--- src/hw/rtl/ll2m_pkg.sv ---
// shared types, constants and fixed-point helpers for the lat/lon to local meters block
`default_nettype none

package ll2m_pkg;

  localparam int CW      = 44;
  localparam int SQW     = 62;
  localparam int SQ_STEPS = 31;

  typedef logic signed [CW-1:0] cw_t;
  typedef logic [40:0]          q40_t;
  typedef logic [30:0]          hdeg_t;

  typedef enum logic {
    REG_ORIGIN_LAT = 1'b0,
    REG_ORIGIN_LON = 1'b1
  } cfg_reg_t;

  localparam logic [63:0] PI_Q60      = 64'h3243F6A8885A308D;
  localparam q40_t        ONE_Q40     = 41'h100_0000_0000;
  localparam q40_t        HALF_PI_Q40 = 41'(PI_Q60 >> 21);
  localparam cw_t         GAIN_Q40    = 44'sd667681663043;
  localparam logic [31:0] TWO_R_Q8    = 32'd3265606144;
  localparam logic [32:0] DEG180_Q24  = 33'd3019898880;
  localparam logic [32:0] DEG360_Q24  = 33'd6039797760;
  localparam logic [29:0] DEG90_Q23   = 30'd754974720;
  localparam logic [32:0] D2R         = 33'((PI_Q60 / 64'd180) >> 22);

  // atan(2^-i) in q40, series evaluated at elaboration
  function automatic logic [63:0] atan_entry(input int unsigned i);
    logic [63:0] p;
    logic [63:0] sum;
    logic [63:0] t;
    int unsigned n;
    sum = '0;
    if (i == 0) begin
      return ((PI_Q60 >> 2) + 64'd524288) >> 20;
    end
    if (i >= 60) begin
      return '0;
    end
    p = 64'd1 << (60 - i);
    for (n = 0; n < 64; n++) begin
      if (p != '0) begin
        t = p / 64'(2 * n + 1);
        if (n[0]) sum = sum - t;
        else sum = sum + t;
        p = (2 * i < 64) ? (p >> (2 * i)) : '0;
      end
    end
    return (sum + 64'd524288) >> 20;
  endfunction

  // difference can exceed a half turn but stays under a full turn
  function automatic hdeg_t fold_half(input logic [32:0] d);
    logic [32:0] h;
    h = d;
    if (h >= DEG360_Q24) h = h - DEG360_Q24;
    else if (h >= DEG180_Q24) h = h - DEG180_Q24;
    if (h > (DEG180_Q24 >> 1)) h = DEG180_Q24 - h;
    return h[30:0];
  endfunction

  function automatic cw_t deg_to_rad(input hdeg_t h);
    logic [63:0] p;
    p = 64'(h) * 64'(D2R);
    return cw_t'((p + 64'd2097152) >> 22);
  endfunction

  function automatic q40_t clamp_unit(input cw_t y);
    if (y < 0) return '0;
    if (y > cw_t'(ONE_Q40)) return ONE_Q40;
    return y[40:0];
  endfunction

  function automatic q40_t clamp_ang(input cw_t z);
    if (z < 0) return '0;
    if (z > cw_t'(HALF_PI_Q40)) return HALF_PI_Q40;
    return z[40:0];
  endfunction

  // finish a q40 product from its two partial products, clamped to one
  function automatic q40_t mul_fin(input logic [61:0] hi, input logic [60:0] lo);
    logic [42:0] s;
    s = 43'(hi >> 20) + 43'(lo >> 40);
    if (s > 43'(ONE_Q40)) return ONE_Q40;
    return s[40:0];
  endfunction

endpackage

`default_nettype wire

--- src/hw/rtl/ll2m_sqrt.sv ---
// digit-by-digit integer square root, one result bit per pipeline stage
`default_nettype none

module ll2m_sqrt import ll2m_pkg::*; (
  input  wire logic           clk,
  input  wire logic           en,
  input  wire logic [SQW-1:0] v_in,
  output logic [30:0]         root
);

  logic [SQW-1:0] v_r   [SQ_STEPS];
  logic [SQW-1:0] res_r [SQ_STEPS];

  for (genvar k = 0; k < SQ_STEPS; k++) begin : g_st
    localparam logic [SQW-1:0] BIT = SQW'(1) << (2 * (SQ_STEPS - 1 - k));
    logic [SQW-1:0] vi;
    logic [SQW-1:0] ri;
    logic [SQW-1:0] t;
    if (k == 0) begin : g_first
      assign vi = v_in;
      assign ri = '0;
    end else begin : g_next
      assign vi = v_r[k-1];
      assign ri = res_r[k-1];
    end
    assign t = ri + BIT;
    always_ff @(posedge clk) begin
      if (en) begin
        if (vi >= t) begin
          v_r[k]   <= vi - t;
          res_r[k] <= (ri >> 1) + BIT;
        end else begin
          v_r[k]   <= vi;
          res_r[k] <= ri >> 1;
        end
      end
    end
  end

  assign root = res_r[SQ_STEPS-1][30:0];

endmodule

`default_nettype wire

--- config.mk ---
export PLATFORM = sky130hd
export DESIGN_NAME = ll2m_sqrt
export DESIGN_NICKNAME = d
export VERILOG_FILES = /design/src/hw/rtl/ll2m_pkg.sv /design/src/hw/rtl/ll2m_sqrt.sv
export SDC_FILE = /design/constraint.sdc
export NUM_CORES = 2
export LEC_CHECK = 0
export BUFFER_PORTS_ARGS = -buffer_cell sky130_fd_sc_hd__buf_2
export CAP_MARGIN = 5
export CORE_AREA = 2 2 704 566
export DETAILED_ROUTE_END_ITERATION = 10
export DIE_AREA = 0 0 706 568
export PLACE_DENSITY = 0.45
export SLEW_MARGIN = 20
export SYNTH_ARGS = -nofsm -noshare
export SYNTH_HDL_FRONTEND = slang
export SYNTH_SLANG_ARGS = --single-unit
--- constraint.sdc ---
create_clock -name clk -period 6.55 [get_ports clk]
set_input_delay 0.3275 -clock clk [delete_from_list [all_inputs] [get_ports clk]]
set_output_delay 0.3275 -clock clk [all_outputs]
set_load 0.1 [all_outputs]
# == Word level (Yosys, flattened, before mapping) ==
# Memories as Yosys holds them, arrays and structs flattened.
# Index checks and enable logic that the tools add are counted.
# word_totals
register_bits,0
ram_bits,3844
out_inout_bits,31
mem_count,2
# mem_list
name,depth,word_bits,read_ports,rd_clocked_by_memory_dff,write_ports,line,source
res_r,31,62,31,0,31,ll2m_sqrt.sv:12,logic [SQW-1:0] res_r [SQ_STEPS];
v_r,31,62,30,0,31,ll2m_sqrt.sv:11,logic [SQW-1:0] v_r [SQ_STEPS];
# op_classes
n_addsub,91
n_lt_le_gt_ge,31
muxes,248
bitwise,62
# op_table
operator,n
2-to-1 mux 62 bit,62
greater-or-equal comparator 62 bit,30
subtractor 62 bit,30
2-to-1 mux 1 bit,186
adder 61 x 1 -> 62 bit (second input constant),1
adder 61 x 11 -> 62 bit (second input constant),1
adder 61 x 13 -> 62 bit (second input constant),1
adder 61 x 15 -> 62 bit (second input constant),1
adder 61 x 17 -> 62 bit (second input constant),1
adder 61 x 19 -> 62 bit (second input constant),1
adder 61 x 21 -> 62 bit (second input constant),1
adder 61 x 23 -> 62 bit (second input constant),1
adder 61 x 25 -> 62 bit (second input constant),1
adder 61 x 27 -> 62 bit (second input constant),1
adder 61 x 29 -> 62 bit (second input constant),1
adder 61 x 3 -> 62 bit (second input constant),1
adder 61 x 31 -> 62 bit (second input constant),1
adder 61 x 33 -> 62 bit (second input constant),1
adder 61 x 35 -> 62 bit (second input constant),1
adder 61 x 37 -> 62 bit (second input constant),1
adder 61 x 39 -> 62 bit (second input constant),1
adder 61 x 41 -> 62 bit (second input constant),1
adder 61 x 43 -> 62 bit (second input constant),1
adder 61 x 45 -> 62 bit (second input constant),1
43 further kinds,104

# == Depth between registers and ports, before layout ==
# An unclocked memory read counts as a cell.
# depth
ltp_word,7
ltp_mapped,15

# == Least setup slack after synthesis ==
# Ideal clock, no wire load.
# synth_path
kind,input-to-reg
from,input en
to,"memory res_r[26][8], in the netlist res_r[1][628] (enable)"
arrival_time_ns,4.111
required_time_ns,6.071
setup_slack_ns,1.960
path_stages,6
path_buffers,6
cell_sequence,clkbuf_1 > clkbuf_1 > clkbuf_1 > clkbuf_1 > clkbuf_1 > clkbuf_1
# synth_lines
element,line,source
from (decl),ll2m_sqrt.sv:6,"input wire logic en,"
to (decl),ll2m_sqrt.sv:12,

==> run summary <==
The flow ran to the end, and the final reports show no timing, DRC or antenna violations. The clock share of power was 0.328. Cell family contributing the most delay on the critical path: compound AO/OA/AOI/OAI gates.

The starting density of the core is 0.2883. The internal power of the cells totals 31.48 mW. The worst setup path is launched from a flop. The die extent in y works out to 568 um. Arrival time at the worst endpoint: 5.51 ns.

Counting along the longest clock path gives a buffer depth of 4. The run gives 0.1557 as the global-route usage over all layers. The share of power burned in combinational logic was 0.215; the switching share of power was 0.3099. After legalization and detailed placement, the total HPWL measured 246.3 mm. The mapped netlist covers 0.1139 mm2. TritonCTS built the clock tree.

The largest incremental delay on the critical path came out at 0.73 ns. In the synthesized netlist the dominant register cell turns out to be sky130_fd_sc_hd__edfxtp_1. The worst hold path belongs to the class primary input to flop. The tools report the area enclosed by the die boundary as 0.4010 mm2. Sequential cell area fraction in the yosys report: 0.6214. Clock latency on the worst-skew pair, taken at its later pin, is 0.92 ns. Sequential group share of total power: 0.457. The transition time of the tightest slew-check pin came out at 1.209 ns. The number of port buffers works out to 94. Before antenna repair, the detailed router went through 7 iterations. The tools report the number of primary I/O pins as 95.

Setup repair after global routing left no endpoint under its margin. The detailed-route wire length per cell is 21.62 um. Subtracting the final worst setup slack from the clock period gives 4.893 ns.

The run gives 0 as the yosys synthesis warning count. Clock buffer count from CTS: 268. The first global-routing pass estimated 474.5 mm of wire. The initial antenna violation count is 24, and the number of global-route vias before repair is 70650. The die is 706 um wide. The run gives 5 as the number of levels the H-tree was split into. The completed layout was analyzed and its total power is 45.62 mW. The area of the multi-input gates is 0.03996 mm2, and the total nets after synthesis is 9754. The number of failing setup endpoints in the final timing report was 0. In this run the clock root is driven by a sky130_fd_sc_hd__clkbuf_16. Power spread over the standard cell area amounts to 350.6 mW/mm2. The fraction of layout instances using a drive strength above 1 came out at 0.07447. Entering global routing, the biggest net connects 117 pins. The slowest stage of the critical path is the sky130_fd_sc_hd__a31oi_1 cell. Wires add up to 322.0 mm.

The number of instances in the synthesized netlist is 9165. The logs give 0.1829 for the relative slew slack and 7534 for the number of violations reported at the end of detailed-routing iteration 0. The top cell types in the final layout, fill and taps aside, are sky130_fd_sc_hd__edfxtp_1 (2356), sky130_fd_sc_hd__nand2_1 (693), sky130_fd_sc_hd__inv_1 (642).

The post-synthesis to final-layout area growth is 14.30%. The total overflow left after global routing is 0. Hold repair after CTS inserted 64 buffers. The final core area utilization is 0.3295.

The worst clock skew is 0.08449 ns. The max-slew violation total from the final report was 0. After clock tree synthesis, the clock-pin slew on the worst setup and hold paths is 0.06 ns. The required time reported for the critical path endpoint was 7.17 ns; the remaining antenna violation count after routing was 0.

The number of standard-cell rows in the floorplan is 207. After clock tree synthesis, the setup repair step added 0 buffers. For the filler cell count in the final layout, the log shows 38760. The routed layout has 73720 vias. After detailed routing, the number of remaining DRC violations is 0. For the worst ir drop on vdd, the log shows 189.3 uV. The logs give 0.3950 mm2 for the area inside the core boundary and 0 for the number of max-cap violations. The tree built by TritonCTS fans out to 2356 sinks. Traced cell by cell, the critical path runs through ha_1 -> nor2b_1 -> o21ai_0 -> a21oi_1 -> o21ai_0 -> a21oi_1 -> a31oi_1 -> o41ai_1 -> a21oi_4 -> buf_4 -> mux2_2. Counting flops with a built-in enable in the synthesized netlist gives 2356.

In this run the static leakage power is 47.41 nW. The logs give 10030 for the total number of nets in the final design and 0.9479 for the routability congestion estimate. The post-synthesis async set-or-reset flop share was 0; the number of synthesized register bits was 2356. Of all nets on the critical path, the largest fanout is 25.

The average cell area after synthesis came out at 12.42 um2. The category of the critical setup timing path is flop to flop. Based on the critical path, the design can be clocked at up to 204.4 MHz. The number of buffer and inverter stages on the critical path is 1. The type of element capturing the critical path was a flop. The final critical-path share of the clock period was 0.7470; the average vias per placed instance was 4.949. The number of gates resized after CTS was 0. The run gives 0 ns as the setup TNS after final layout. Counting distinct cell types in the post-synthesis netlist gives 98. Summed over all nets, the switching power comes to 14.14 mW. Across the whole layout, storage elements account for 0.07075 mm2.

Leaving out fill and tap cells, the most frequent cell in the layout is sky130_fd_sc_hd__edfxtp_1. The final number of hold-violating endpoints came out at 0.
## cell families after synthesis
group,after synthesis,synth area share
buffers and inverters,875,0.02927
multiplexers,71,0.006869
adder cells (fa/ha/maj),525,0.05770
AO/OA/AOI/OAI,1746,0.09506
flip-flops,2356,0.6214
XOR/XNOR,832,0.06400
AND/OR/NAND/NOR,2760,0.1257
## registers in the layout (all words and copies together) (netlist names)
name   flops
res_r    496
v_r     1860
## final cells by class
cell class                      instances  share of cell area
Tap cell                             5225             0.05024
Antenna cell                           16           0.0003077
Timing Repair Buffer                  240             0.01373
Clock inverter                        153             0.01221
Multi-Input combinational cell       5934              0.3070
Inverter                              642             0.01852
Clock buffer                          330             0.05430
Sequential cell                      2356              0.5437
## worst paths after layout
path | slack (ns) | start | endpoint | depth (start not counted)
worst min-delay path | 0.12 | v_in[56] | v_r[0][56] | 2
worst max register to register | 1.66 | v_r[1][628] | v_r[1][691] | 11
worst max-delay path | 1.66 | v_r[1][628] | v_r[1][691] | 11
worst min register to register | 0.39 | v_r[0][590] | v_r[0][652] | 0
## through the flow
step           std cells  hold WS (ns)  area (um2)  worst slack, ns
6_report           14900        0.1157      130100            1.657
5_1_grt            14890       0.06480      130100            1.556
4_1_cts            14880       0.01747      130100            1.837
3_5_place_dp       14330        0.4309      120800            1.893
3_3_place_gp       14330        0.4289      120700           0.1264
2_1_floorplan       9165        0.4166      113900            1.960
## power by group through the flow
stage	Combinational (mW)	Clock (mW)	Sequential, mW
6_report	9.82	15.0	20.8
5_1_grt	10.8	16.0	21.1
4_1_cts	9.66	15.4	20.8
3_5_place_dp	9.54	0	21.1
3_3_place_gp	9.50	0	21.1
2_1_floorplan	6.86	0	20.3
## cell usage after synthesis, drive strengths merged (160+ instances only)
library cell,count,share of area
edfxtp,2356,0.62
nand2,694,0.023
inv,642,0.021
o21ai,540,0.024
ha,525,0.058
nor2,509,0.017
a21oi,473,0.021
xor2,430,0.033
xnor2,402,0.031
nor4,337,0.019
nor3,258,0.012
a21o,224,0.015
clkbuf,208,0.0069
nand4,170,0.0093
nand3,160,0.0071
## layer usage
layer	GRT usage	share of wire	vias up
met4	0.03067	0.018	4
li1	-	-	34910
met1	0.2487	0.51	36150
met3	0.03872	0.083	378
met5	0.001909	0.00038	-
met2	0.2080	0.39	2283
No activity file was read; power rests on OpenSTA's default activity.
